--- config.mk ---
export PLATFORM = sky130hd
export DESIGN_NAME = vpr_coef
export DESIGN_NICKNAME = d
export VERILOG_FILES = /design/src/design/vpr_pkg.sv /design/src/design/vpr_coef.sv
export SDC_FILE = /design/constraint.sdc
export NUM_CORES = 1
export LEC_CHECK = 0
export BUFFER_PORTS_ARGS = -buffer_cell sky130_fd_sc_hd__buf_2
export CAP_MARGIN = 25
export CORE_MARGIN = 2
export CORE_UTILIZATION = 28
export CTS_CLUSTER_DIAMETER = 120
export DETAILED_ROUTE_END_ITERATION = 6
export SKIP_LAST_GASP = 1
export SYNTH_ARGS = -nofsm -noshare
export SYNTH_HDL_FRONTEND = slang
export SYNTH_SLANG_ARGS = --single-unit
export TNS_END_PERCENT = 100
--- constraint.sdc ---
create_clock -name clock -period 18.2 [get_ports clock]
set_clock_uncertainty 0.1 [all_clocks]
set_input_delay 0.91 -clock clock [delete_from_list [all_inputs] [get_ports clock]]
set_output_delay 0.91 -clock clock [all_outputs]
set_load 0.1 [all_outputs]
--- src/design/vpr_pkg.sv ---
`timescale 1ns / 1ps

package vpr_pkg;

   // Coefficient format: signed, 16 fraction bits, range -1.0 .. +1.0
   localparam int COEF_W    = 18;
   localparam int COEF_FRAC = 16;
   localparam logic signed [COEF_W-1:0] COEF_ONE = 18'sd65536;

   // Coefficient slice handled by one cell of the multiply chain
   localparam int SLICE_W = 9;
   localparam int NCELL   = COEF_W / SLICE_W;

   // Angle handling
   localparam int ANGLE_W     = 16;
   localparam int DEG_W       = 9;
   localparam int SUM_W       = 17;
   localparam int IDX_W       = 7;
   localparam int TABLE_W     = 17;
   localparam int DEG_TURN    = 360;
   localparam int DEG_HALF    = 180;
   localparam int DEG_QUARTER = 90;
   localparam int DEG_THREEQ  = 270;
   // Whole turns added so that any 16-bit signed angle becomes non-negative
   localparam int DEG_OFFSET  = DEG_TURN * 92;
   localparam int REDUCE_STEPS = 8;

   // Configuration port
   localparam int CSR_INDEX_W = 4;
   localparam int CSR_DATA_W  = ANGLE_W;
   localparam logic [CSR_INDEX_W-1:0] CSR_PLANE_SELECT  = 4'd0;
   localparam logic [CSR_INDEX_W-1:0] CSR_ANGLE_DEGREES = 4'd1;

   localparam int PLANE_W = 2;
   typedef enum logic [PLANE_W-1:0] {
      PLANE_XY = 2'd0,
      PLANE_YZ = 2'd1,
      PLANE_ZX = 2'd2
   } plane_type;

   // round(sin(d deg) * 65536), d = 0 .. 90
   localparam logic [TABLE_W-1:0] QUARTER_SINE [0:90] = '{
      17'd0,     17'd1144,  17'd2287,  17'd3430,  17'd4572,
      17'd5712,  17'd6850,  17'd7987,  17'd9121,  17'd10252,
      17'd11380, 17'd12505, 17'd13626, 17'd14742, 17'd15855,
      17'd16962, 17'd18064, 17'd19161, 17'd20252, 17'd21336,
      17'd22415, 17'd23486, 17'd24550, 17'd25607, 17'd26656,
      17'd27697, 17'd28729, 17'd29753, 17'd30767, 17'd31772,
      17'd32768, 17'd33754, 17'd34729, 17'd35693, 17'd36647,
      17'd37590, 17'd38521, 17'd39441, 17'd40348, 17'd41243,
      17'd42126, 17'd42995, 17'd43852, 17'd44695, 17'd45525,
      17'd46341, 17'd47143, 17'd47930, 17'd48703, 17'd49461,
      17'd50203, 17'd50931, 17'd51643, 17'd52339, 17'd53020,
      17'd53684, 17'd54332, 17'd54963, 17'd55578, 17'd56175,
      17'd56756, 17'd57319, 17'd57865, 17'd58393, 17'd58903,
      17'd59396, 17'd59870, 17'd60326, 17'd60764, 17'd61183,
      17'd61584, 17'd61966, 17'd62328, 17'd62672, 17'd62997,
      17'd63303, 17'd63589, 17'd63856, 17'd64104, 17'd64332,
      17'd64540, 17'd64729, 17'd64898, 17'd65048, 17'd65177,
      17'd65287, 17'd65376, 17'd65446, 17'd65496, 17'd65526,
      17'd65536
   };

endpackage

--- src/design/vpr_coef.sv ---
`timescale 1ns / 1ps

// Angle reduction and sine/cosine lookup. Stage one reduces the angle to
// 0..359 degrees; stage two folds it into the quarter-wave table.
module vpr_coef (
   input  logic                                 clock,
   input  logic                                 reset,
   input  logic                                 load,
   input  logic signed [vpr_pkg::ANGLE_W-1:0]   angle,
   output logic signed [vpr_pkg::COEF_W-1:0]    sine_coef,
   output logic signed [vpr_pkg::COEF_W-1:0]    cosine_coef,
   output logic                                 busy
);
   import vpr_pkg::*;

   logic [SUM_W-1:0]            red_sum;
   logic [DEG_W-1:0]            deg_in;
   logic [DEG_W-1:0]            deg_ff;
   logic                        load_ff;
   logic [IDX_W-1:0]            sin_idx, cos_idx;
   logic                        sin_neg, cos_neg;
   logic signed [COEF_W-1:0]    sin_mag, cos_mag;
   logic signed [COEF_W-1:0]    sine_coef_in, cosine_coef_in;
   logic signed [COEF_W-1:0]    sine_coef_ff, cosine_coef_ff;

   // Floor modulo 360: shift into the non-negative range, then take off
   // 360 * 2^k where it fits, largest first.
   always_comb begin
      red_sum = SUM_W'($signed({angle[ANGLE_W-1], angle}) + $signed(SUM_W'(DEG_OFFSET)));
      for (int k = REDUCE_STEPS - 1; k >= 0; k--) begin
         if (red_sum >= SUM_W'(DEG_TURN << k)) begin
            red_sum = red_sum - SUM_W'(DEG_TURN << k);
         end
      end
      deg_in = red_sum[DEG_W-1:0];
   end

   // Quadrant fold
   always_comb begin
      if (deg_ff <= DEG_W'(DEG_QUARTER)) begin
         sin_idx = IDX_W'(deg_ff);
         cos_idx = IDX_W'(DEG_W'(DEG_QUARTER) - deg_ff);
         sin_neg = 1'b0;
         cos_neg = 1'b0;
      end else if (deg_ff <= DEG_W'(DEG_HALF)) begin
         sin_idx = IDX_W'(DEG_W'(DEG_HALF) - deg_ff);
         cos_idx = IDX_W'(deg_ff - DEG_W'(DEG_QUARTER));
         sin_neg = 1'b0;
         cos_neg = 1'b1;
      end else if (deg_ff <= DEG_W'(DEG_THREEQ)) begin
         sin_idx = IDX_W'(deg_ff - DEG_W'(DEG_HALF));
         cos_idx = IDX_W'(DEG_W'(DEG_THREEQ) - deg_ff);
         sin_neg = 1'b1;
         cos_neg = 1'b1;
      end else begin
         sin_idx = IDX_W'(DEG_W'(DEG_TURN) - deg_ff);
         cos_idx = IDX_W'(deg_ff - DEG_W'(DEG_THREEQ));
         sin_neg = 1'b1;
         cos_neg = 1'b0;
      end
      sin_mag        = $signed({1'b0, QUARTER_SINE[sin_idx]});
      cos_mag        = $signed({1'b0, QUARTER_SINE[cos_idx]});
      sine_coef_in   = sin_neg ? -sin_mag : sin_mag;
      cosine_coef_in = cos_neg ? -cos_mag : cos_mag;
   end

   always_ff @(posedge clock) begin
      if (load) begin
         deg_ff <= deg_in;
      end
   end

   always_ff @(posedge clock) begin
      if (reset) begin
         load_ff        <= 1'b0;
         sine_coef_ff   <= '0;
         cosine_coef_ff <= COEF_ONE;
      end else begin
         load_ff <= load;
         if (load_ff) begin
            sine_coef_ff   <= sine_coef_in;
            cosine_coef_ff <= cosine_coef_in;
         end
      end
   end

   assign sine_coef   = sine_coef_ff;
   assign cosine_coef = cosine_coef_ff;
   assign busy        = load_ff;

   a_load_busy: assert property (@(posedge clock) disable iff (reset)
      load |=> busy)
      else $error("coefficient reload not flagged busy");

   a_coef_range: assert property (@(posedge clock) disable iff (reset)
      (sine_coef_ff <= COEF_ONE) && (sine_coef_ff >= -COEF_ONE) &&
      (cosine_coef_ff <= COEF_ONE) && (cosine_coef_ff >= -COEF_ONE))
      else $error("coefficient outside unit range");

endmodule

==> qor.csv <==
metric,value,unit
rr_worst_depth,27,
via_per_inst,6.13,
grt_pass1_vias,10700,
synth_mux_area_share,5.09,%
synth_compound_area_share,41.6,%
start_util,28.5,%
synth_top_family_by_area,compound AO/OA/AOI/OAI gates,
io_pins,56,
synthSimpleGateAreaFrac,25.8,%
r2r-start,deg_ff[1],
crit_type,in -> reg,
yosys.area.top_type,nor2_1,
synth_top_cells_by_area,"nor2_1 7.4%, dfxtp_1 7.3%, o21ai_0 7.0%, a21oi_1 6.1%, nand2_1 5.5%",
seqCellArea,0.00101,mm²
num_rows,69,
crit_start,angle[5],
synth_area,0.0101,mm²
yosysTopAreaCellShare,7.37,%
portBuffers,55,
die_h,194,µm
dp.final_hpwl,23500,µm
synth-seq-cells,46,
grt_max_degree,66,
dr.pass1.iters,7,
worstSetupEndpoint,deg_ff[4],
clkTransAtPathRegs,0.08,ns
worstSetupStartpointType,primary input,
layout.cells.most_common,nor2_1,
cp_data_arrival_time,10.34,ns
violations,DRC,
syn_inst,1540,
final_nets,1538,
postCtsSetupBuffers,0,
drc,2,
hold_violations,0,
ant_nets,0,
yosysSeqAreaShare,9.98,%
cp_slowest_cell,xnor2_1,
min_period,10.40,ns
nFillCells,3875,
relSlewSlack,39.3,%
crit_fanout,21,
grt_pass1_wl,55300,µm
finalCritPeriodShare,57.1,%
maxCapViolCount,0,
critPathMaxStageDelay,0.73,ns
yosys_warnings,0,
core,0.0356,mm²
drive_gt1_share,11.8,%
worstHoldPathType,reg -> reg,
worst_pin_slew,0.904,ns
setup_tns,0,ns
diodes,0,
cts_root_buffer,clkbuf_16,
finalSetupViolCount,0,
die_width,194,µm
vias,12000,
regToRegEndpoint,sine_coef[16],
clk_path_buf_depth,2,
synth_xor_area_share,6.90,%
gp_congestion,0.919,
hold_buffers,0,
rsz0062_at_grt,no,
synth_adder_area_share,3.75,%
fmax,96.1,MHz
wire_per_inst,17.2,µm
yosysUniqueCellTypes,116,
required,18.14,ns
grtUsageTotal,16.9,%
cts_resized,0,
endpoint_kind,register,
syn-mean-instance-area,6.58,µm²
holdWs,0.375,ns
wl,33600,µm
clock-sinks,46,
area_growth,7.47,%
cts_buffers,5,
clock_latency,0.30,ns
layout_common_cells,"199 x nor2_1, 148 x nand2_1, 141 x o21ai_0",
synthFlopType,dfxtp_1,
grt-ovfl-total,0,
synth_edf_count,9,
antenna_found_initial,0,
status,"complete, but fails checks",
async_flop_share,0,%
drv_slew,0,
die_area,0.0377,mm²
cts_max_level,2,
drtIter0Drc,1609,
multi_input_area,0.00852,mm²
cts_tree,yes,
r2r_slack,10.62,ns
syn-num-nets,1587,
[worst min-delay path by stage]
stage / from / endpoint / slack (ns) / cells past startpoint
finish: cosine_coef[17] / cosine_coef[17] / 0.37 / 2
detailed placement: cosine_coef[17] / cosine_coef[17] / 0.37 / 2
global route: cosine_coef[17] / cosine_coef[17] / 0.39 / 2
global placement: cosine_coef[17] / cosine_coef[17] / 0.36 / 2
floorplan: deg_ff[7] / sine_coef[4] / 0.81 / 4
CTS: cosine_coef[17] / cosine_coef[17] / 0.38 / 2
[synthesized netlist by cell type (10+ instances only)]
library cell / count
and3_1: 11
nand2b_1: 15
nand3_1: 46
nor2_1: 199
a21o_1: 11
or3_1: 14
nor2b_1: 10
clkbuf_1: 102
inv_1: 33
o21ai_0: 141
buf_1: 18
mux2i_1: 28
nor4_1: 14
a21oi_1: 123
buf_2: 11
dfxtp_1: 37
nor3_1: 38
o311ai_0: 13
o211ai_1: 38
a211oi_1: 39
o221ai_1: 12
xor2_1: 22
ha_1: 28
xnor2_1: 56
nand2_1: 148
a31oi_1: 24
a221oi_1: 20
o22ai_1: 31
a22oi_1: 11
o31ai_1: 10
[cell families after synthesis]
family / count (synthesis)
flops: 46
compound gates: 609
xor+xnor: 79
mux: 44
fa+ha+maj: 31
buf+inv: 175
simple gates: 556
[routing by layer]
layer	part of all wire [%]	vias to the layer above	global-route usage, %
met2	44	663	26.5
met5	0	-	0
met1	45	5515	23.9
met3	8.9	86	2.50
li1	-	5713	-
met4	2.3	0	4.94
[per-stage QoR]
| stage | cells | area [µm²] | utilization [%] | worst slack (ns) |
|---|---|---|---|---|
| floorplan | 1540 | 10100 | - | 8.90 |
| global placement | 1945 | 10700 | 30.2 | 7.95 |
| detailed placement | 1945 | 10700 | 30.2 | 7.65 |
| CTS | 1953 | 10900 | 30.6 | 7.94 |
| global route | 1953 | 10900 | 30.6 | 7.08 |
| finish | 1953 | 10900 | 30.6 | 7.80 |
[registers in the layout, indices dropped and copies added (netlist names)]
signal and flops:
busy 1, cosine_coef 18, deg_ff 9, sine_coef 18
[worst max-delay path: cells and delay by family]
kind                     cells  cell delay (ns)
AO/OA/AOI/OAI               17             4.80
XOR/XNOR                     2             0.95
adder cells (fa/ha/maj)      3             0.87
buffers and inverters        5             0.83
multiplexers                 2             0.51
AND/OR/NAND/NOR              5             1.41
[area by class of cell]
type	instances	share of cell area, %
Multi-Input combinational cell	1319	78.3
Sequential cell	46	9.30
Tap cell	461	5.30
Timing Repair Buffer	81	4.32
Clock buffer	6	1.38
Inverter	38	1.32
Clock inverter	2	0.126
Power is left out: the tool's default activity adds up to more than one toggle a clock period on the data nets, which glitch-free logic cannot reach.
