$ cat src/design/vpr_pkg.sv
`timescale 1ns / 1ps

package vpr_pkg;

   // Coefficient format: signed, 16 fraction bits, range -1.0 .. +1.0
   localparam int COEF_W    = 18;
   localparam int COEF_FRAC = 16;
   localparam logic signed [COEF_W-1:0] COEF_ONE = 18'sd65536;

   // Coefficient slice handled by one cell of the multiply chain
   localparam int SLICE_W = 9;
   localparam int NCELL   = COEF_W / SLICE_W;

   // Angle handling
   localparam int ANGLE_W     = 16;
   localparam int DEG_W       = 9;
   localparam int SUM_W       = 17;
   localparam int IDX_W       = 7;
   localparam int TABLE_W     = 17;
   localparam int DEG_TURN    = 360;
   localparam int DEG_HALF    = 180;
   localparam int DEG_QUARTER = 90;
   localparam int DEG_THREEQ  = 270;
   // Whole turns added so that any 16-bit signed angle becomes non-negative
   localparam int DEG_OFFSET  = DEG_TURN * 92;
   localparam int REDUCE_STEPS = 8;

   // Configuration port
   localparam int CSR_INDEX_W = 4;
   localparam int CSR_DATA_W  = ANGLE_W;
   localparam logic [CSR_INDEX_W-1:0] CSR_PLANE_SELECT  = 4'd0;
   localparam logic [CSR_INDEX_W-1:0] CSR_ANGLE_DEGREES = 4'd1;

   localparam int PLANE_W = 2;
   typedef enum logic [PLANE_W-1:0] {
      PLANE_XY = 2'd0,
      PLANE_YZ = 2'd1,
      PLANE_ZX = 2'd2
   } plane_type;

   // round(sin(d deg) * 65536), d = 0 .. 90
   localparam logic [TABLE_W-1:0] QUARTER_SINE [0:90] = '{
      17'd0,     17'd1144,  17'd2287,  17'd3430,  17'd4572,
      17'd5712,  17'd6850,  17'd7987,  17'd9121,  17'd10252,
      17'd11380, 17'd12505, 17'd13626, 17'd14742, 17'd15855,
      17'd16962, 17'd18064, 17'd19161, 17'd20252, 17'd21336,
      17'd22415, 17'd23486, 17'd24550, 17'd25607, 17'd26656,
      17'd27697, 17'd28729, 17'd29753, 17'd30767, 17'd31772,
      17'd32768, 17'd33754, 17'd34729, 17'd35693, 17'd36647,
      17'd37590, 17'd38521, 17'd39441, 17'd40348, 17'd41243,
      17'd42126, 17'd42995, 17'd43852, 17'd44695, 17'd45525,
      17'd46341, 17'd47143, 17'd47930, 17'd48703, 17'd49461,
      17'd50203, 17'd50931, 17'd51643, 17'd52339, 17'd53020,
      17'd53684, 17'd54332, 17'd54963, 17'd55578, 17'd56175,
      17'd56756, 17'd57319, 17'd57865, 17'd58393, 17'd58903,
      17'd59396, 17'd59870, 17'd60326, 17'd60764, 17'd61183,
      17'd61584, 17'd61966, 17'd62328, 17'd62672, 17'd62997,
      17'd63303, 17'd63589, 17'd63856, 17'd64104, 17'd64332,
      17'd64540, 17'd64729, 17'd64898, 17'd65048, 17'd65177,
      17'd65287, 17'd65376, 17'd65446, 17'd65496, 17'd65526,
      17'd65536
   };

endpackage

$ cat src/design/vpr_cell.sv
`timescale 1ns / 1ps

// One cell of the multiply chain: multiplies the pair by one coefficient slice
// and adds the weighted partial result onto the running sums from its neighbor.
module vpr_cell #(
   parameter int COORD_WIDTH = 32,
   parameter int ACC_WIDTH   = 51,
   parameter int SLICE_POS   = 0
) (
   input  logic                                clock,
   input  logic                                reset,
   input  logic                                advance,
   input  logic                                valid_in,
   input  logic signed [COORD_WIDTH-1:0]       a_in,
   input  logic signed [COORD_WIDTH-1:0]       b_in,
   input  logic signed [COORD_WIDTH-1:0]       t_in,
   input  logic signed [ACC_WIDTH-1:0]         acc_a_prev,
   input  logic signed [ACC_WIDTH-1:0]         acc_b_prev,
   input  logic [vpr_pkg::SLICE_W-1:0]         cos_slice,
   input  logic [vpr_pkg::SLICE_W-1:0]         sin_slice,
   output logic                                valid_out,
   output logic signed [COORD_WIDTH-1:0]       a_out,
   output logic signed [COORD_WIDTH-1:0]       b_out,
   output logic signed [COORD_WIDTH-1:0]       t_out,
   output logic signed [ACC_WIDTH-1:0]         acc_a_out,
   output logic signed [ACC_WIDTH-1:0]         acc_b_out
);
   import vpr_pkg::*;

   localparam int  SHIFT     = SLICE_POS * SLICE_W;
   localparam bit  TOP_SLICE = (SLICE_POS == NCELL - 1);
   localparam int  PROD_W    = COORD_WIDTH + SLICE_W + 1;
   localparam int  TERM_W    = PROD_W + 1;

   logic signed [SLICE_W:0]           cos_ext;
   logic signed [SLICE_W:0]           sin_ext;
   logic signed [PROD_W-1:0]          a_cos, b_sin, b_cos, a_sin;
   logic signed [TERM_W-1:0]          term_a, term_b;
   logic signed [ACC_WIDTH-1:0]       acc_a_in, acc_b_in;

   logic                              valid_ff;
   logic signed [COORD_WIDTH-1:0]     a_ff, b_ff, t_ff;
   logic signed [ACC_WIDTH-1:0]       acc_a_ff, acc_b_ff;

   // Only the top slice carries the coefficient sign
   assign cos_ext = TOP_SLICE ? {cos_slice[SLICE_W-1], cos_slice} : {1'b0, cos_slice};
   assign sin_ext = TOP_SLICE ? {sin_slice[SLICE_W-1], sin_slice} : {1'b0, sin_slice};

   assign a_cos = a_in * cos_ext;
   assign b_sin = b_in * sin_ext;
   assign b_cos = b_in * cos_ext;
   assign a_sin = a_in * sin_ext;

   assign term_a = TERM_W'(a_cos) - TERM_W'(b_sin);
   assign term_b = TERM_W'(b_cos) + TERM_W'(a_sin);

   assign acc_a_in = acc_a_prev + (ACC_WIDTH'(term_a) <<< SHIFT);
   assign acc_b_in = acc_b_prev + (ACC_WIDTH'(term_b) <<< SHIFT);

   always_ff @(posedge clock) begin
      if (reset) begin
         valid_ff <= 1'b0;
      end else if (advance) begin
         valid_ff <= valid_in;
      end
   end

   always_ff @(posedge clock) begin
      if (advance) begin
         a_ff     <= a_in;
         b_ff     <= b_in;
         t_ff     <= t_in;
         acc_a_ff <= acc_a_in;
         acc_b_ff <= acc_b_in;
      end
   end

   assign valid_out = valid_ff;
   assign a_out     = a_ff;
   assign b_out     = b_ff;
   assign t_out     = t_ff;
   assign acc_a_out = acc_a_ff;
   assign acc_b_out = acc_b_ff;

endmodule

$ cat config.mk
export PLATFORM = sky130hd
export DESIGN_NAME = vpr_cell
export DESIGN_NICKNAME = d
export VERILOG_FILES = /design/src/design/vpr_pkg.sv /design/src/design/vpr_cell.sv
export SDC_FILE = /design/constraint.sdc
export NUM_CORES = 2
export LEC_CHECK = 0
export BUFFER_PORTS_ARGS = -buffer_cell sky130_fd_sc_hd__clkbuf_2
export CAP_MARGIN = 20
export CELL_PAD_IN_SITES_DETAIL_PLACEMENT = 0
export CELL_PAD_IN_SITES_GLOBAL_PLACEMENT = 1
export CORE_ASPECT_RATIO = 0.9
export CORE_MARGIN = 2
export CORE_UTILIZATION = 50
export CTS_CLUSTER_DIAMETER = 120
export DETAILED_ROUTE_END_ITERATION = 10
export GPL_TIMING_DRIVEN = 0
export HOLD_SLACK_MARGIN = 0.02
export PLACE_DENSITY_LB_ADDON = 0.1
export RECOVER_POWER = 100
export SLEW_MARGIN = 20
export SYNTH_ARGS = -nofsm -noshare
export SYNTH_HDL_FRONTEND = slang
export SYNTH_SLANG_ARGS = --single-unit
$ cat constraint.sdc
create_clock -name clock -period 8.72 [get_ports clock]
set_input_delay 0.872 -clock clock [delete_from_list [all_inputs] [get_ports clock]]
set_output_delay 0.872 -clock clock [all_outputs]
set_load 0.01 [all_outputs]
==> impl_results.md <==
- Final critical-path required period: about 8600 ps
- WL per Instance: 22.8 um
- Required time at the endpoint of the critical path: 9060 ps
- Post-CTS setup buffers: 0
- Worst-case headroom to the max-slew limit: -236%
- Main synth FF type: sky130_fd_sc_hd__edfxtp_1
- Core area: 0.103 mm^2
- Most used standard cells in the synthesized netlist: sky130_fd_sc_hd__inv_1, sky130_fd_sc_hd__fa_1, sky130_fd_sc_hd__and2_1, sky130_fd_sc_hd__nand2_1, sky130_fd_sc_hd__ha_1
- Number of violations of the max-capacitance limit: 3
- Final count of pins violating max slew: 204
- Most used cell, CP: sky130_fd_sc_hd__fa_1
- Global routing usage summed across all routing layers: 31.7%
- Async set or reset register ratio after synthesis: 0%
- Fin util: 54.2%
- Sequential cell area fraction in the yosys report: between 10% and 20%
- Unrepaired setup endpoints after global routing: true
- Die height: 309 um
- HPWL after detailed placement: 132000 um
- Critical path fanouts, max: 10
- Input/output buffers: 400
- Number of hold buffers added after cts: 0
- Post-route clock period utilization: between 90 and 100%
- Maximum number of pins on one net before global-route repair: 89
- Levels on crit path: 24
- Total vias in the final route: 36800
- Synthesized netlist cell count: about 5200
- Clk sinks: 199
- Effective utilization at floorplan: around half
- TritonCTS clock tree: yes
- Cell with the most instances after synthesis: sky130_fd_sc_hd__inv_1
- Measured slew at the worst slew-check pin: 5040 ps
- Total Nets Final: 7461
- Clock Pin Slew Worst Setup and Hold Paths: 110 ps
- Number of detailed-routing iterations run before antenna repair: 5
- Critical-path cell with the highest stage delay: sky130_fd_sc_hd__clkbuf_1
- Syn Nets: 7038
- Count of fill cells added during filler insertion: 9903
- Number of synthesized flops with an enable pin: 198
- Violated checks: max-capacitance violations, max-slew violations
- Iteration-0 DRC Markers: 2254
- Sort of element at the end of the critical path: flip-flop
- Cts bufs inserted: 17
- Die width: ~340 um
- DRC violations left: 0
- Type of element launching the critical path: primary input
- Path type of the worst setup path: in -> reg
- Global-route wire length before repair: between 200000 and 250000 um
- CP Data Arrival Time: 8920 ps
- Cell area after technology mapping: ~0.052 mm^2
- Syn-to-layout area delta: 8.02%
- Final wirelength: 160000 um
- Delay of the slowest critical-path stage: between 700 and 800 ps
- Path category of the worst min-delay check: in -> reg
- Die ar.: about 0.11 mm^2
- Final setup vio count: 0
- Post-Route Skew: 0 ps
- Post_cts resized: 0
- Initial antenna violation count: 16
- # rows: 112
- Latest clock arrival within the worst-skew pair: 570 ps
- Max Clk Rate: 0.117 GHz
- Average cell area after synthesis: ~10 um^2
- Total gr overflow: 0
- Hold Path Depth: 2
- Vias/cell: 5.23
- Dominant delay contributor by cell family on the critical path: adder cells
- Post-synthesis cell type with the largest combined area: sky130_fd_sc_hd__fa_1
- Buffers & Inverters on Critical Path: 5
- RePlAce Congestion: 0.967
- Result of the run: finished, violations left
- Warnings, synthesis: 0
- Longest Clk Path Bufs: 2
- Cell breakdown of the critical path: clkbuf_1 -> clkbuf_1 -> nand2_1 -> fa_1 -> inv_1 -> fa_1 -> inv_1 -> fa_1 -> inv_1 -> fa_1 -> fa_1 -> fa_1 -> fa_1 -> ha_1 -> nand2_1 -> or3_1 -> a21oi_1 -> o21ai_1 -> a31o_1 -> a21oi_1 -> o211a_1 -> o211ai_1 -> and2_0 -> a311oi_1
- Top-area cell type share of the netlist area: 49.5%
- Remaining antenna violation count after routing: 0
- Total number of H-tree levels: 4
- Top cells by area, synth: sky130_fd_sc_hd__fa_1, sky130_fd_sc_hd__edfxtp_1, sky130_fd_sc_hd__inv_1, sky130_fd_sc_hd__and2_1, sky130_fd_sc_hd__ha_1
- Count of different cell masters after synthesis: 70
- Clock Root Buffer: sky130_fd_sc_hd__clkbuf_16
- I/O pin count: 419
- Final hold violation count: 0
- Layout cell share with drive strength beyond 1: 4.25%
- Total of flip-flops plus latches after synthesis: 199
- Cell count of the worst reg-to-reg path: 2
- Via count of the first global-routing pass: 39300
[layout make-up]
| type | instances | area, um^2 | area share [%] |
|---|---|---|---|
| timing repair buffer | 405 | 1750 | 3.12 |
| antenna | 11 | 27.5 | 0.0492 |
| multi-input combinational | 3408 | 39800 | 71.1 |
| sequential | 199 | 5970 | 10.7 |
| clock inverter | 15 | 213 | 0.380 |
| inverter | 1397 | 5250 | 9.37 |
| tap | 1368 | 1710 | 3.06 |
| clock buffer | 17 | 425 | 0.760 |
| buffer | 212 | 855 | 1.53 |
[registers in the layout (all words and copies together) (netlist names)]
signal and cells:
b_out 32, a_out 32, acc_a_out 51, valid_out 1, t_out 32, acc_b_out 51
[kinds of logic after synthesis]
logic type	Yosys count	share of synthesized area, %
xor gates and xnor gates	103	1.74
AOI/OAI and AO/OA	305	3.92
DFF	199	11.5
buffers and inverters	1610	11.7
and+or+nand+nor	1398	13.9
adders and majority gates	1601	57.2
muxes	1	0.0193
[routing by layer]
| layer | vias up | track usage [%] | part of all wire, % | wire length [um] |
|---|---|---|---|---|
| met4 | 6 | 10.3 | 3.5 | 5620 |
| met5 | - | 0 | 0.026 | 41 |
| met3 | 202 | 5.78 | 7.2 | 11500 |
| li1 | 16000 | - | - | - |
| met2 | 1149 | 53.5 | 49 | 79100 |
| met1 | 19400 | 41.6 | 40 | 63800 |
[layout by cell type, fill, tap and decap left out, types with 4 or more instances in the layout]
cell / netlist / final
sky130_fd_sc_hd__a211oi_1: 10 / 10
sky130_fd_sc_hd__a21o_1: 49 / 49
sky130_fd_sc_hd__a21oi_1: 108 / 108
sky130_fd_sc_hd__a311oi_1: 6 / 6
sky130_fd_sc_hd__a31oi_1: 11 / 11
sky130_fd_sc_hd__and2_0: 0 / 10
sky130_fd_sc_hd__and2_1: 684 / 674
sky130_fd_sc_hd__and3_1: 12 / 12
sky130_fd_sc_hd__clkbuf_1: 212 / 425
sky130_fd_sc_hd__clkbuf_16: 0 / 17
sky130_fd_sc_hd__clkbuf_2: 0 / 183
sky130_fd_sc_hd__clkinv_8: 0 / 5
sky130_fd_sc_hd__diode_2: 0 / 11
sky130_fd_sc_hd__edfxtp_1: 198 / 198
sky130_fd_sc_hd__fa_1: 1283 / 1282
sky130_fd_sc_hd__ha_1: 318 / 318
sky130_fd_sc_hd__inv_1: 1397 / 1396
sky130_fd_sc_hd__nand2_1: 543 / 542
sky130_fd_sc_hd__nand2b_1: 15 / 15
sky130_fd_sc_hd__nand3_1: 25 / 25
sky130_fd_sc_hd__nand4_1: 10 / 10
sky130_fd_sc_hd__nor2_1: 61 / 62
sky130_fd_sc_hd__nor2b_1: 11 / 12
sky130_fd_sc_hd__nor3_1: 16 / 16
sky130_fd_sc_hd__o211ai_1: 4 / 4
sky130_fd_sc_hd__o21a_1: 12 / 12
sky130_fd_sc_hd__o21ai_0: 45 / 47
sky130_fd_sc_hd__o21ai_1: 5 / 4
sky130_fd_sc_hd__o21bai_1: 11 / 11
sky130_fd_sc_hd__o22ai_1: 4 / 4
sky130_fd_sc_hd__or3_1: 3 / 4
sky130_fd_sc_hd__xnor2_1: 76 / 76
sky130_fd_sc_hd__xor2_1: 27 / 27
[path summary, 6_finish.rpt]
| check | startpoint | endpoint | slack, ps |
|---|---|---|---|
| worst min-delay path | reset | valid_out | 440 |
| worst max-delay path | sin_slice[3] | acc_b_out[43] | 140 |
| worst min register to register | valid_out | valid_out | 510 |
| worst max register to register | valid_out | valid_out | 8040 |
[per-stage QoR]
stage                     TNS [ps]  worst slack [ps]  instance area, um^2  cells  hold slack, ps
after floorplan                  0               934                51800   5217             528
after global placement      -46540             -1680                55600   6985             474
after detailed placement     -8900              -546                55700   6989             493
after CTS                        0              39.8                56300   7021             396
after global routing          -122             -55.7                56000   7021             428
final                            0               142                56000   7032             436
[worst register-to-register path, cell delays in order, from the launching register on]
cell and delay (ps):
sky130_fd_sc_hd__dfxtp_1 340, sky130_fd_sc_hd__mux2i_1 70, sky130_fd_sc_hd__nor2_1 200
Power is left out: the tool's default activity adds up to more than one toggle a clock period on the data nets, which glitch-free logic cannot reach.
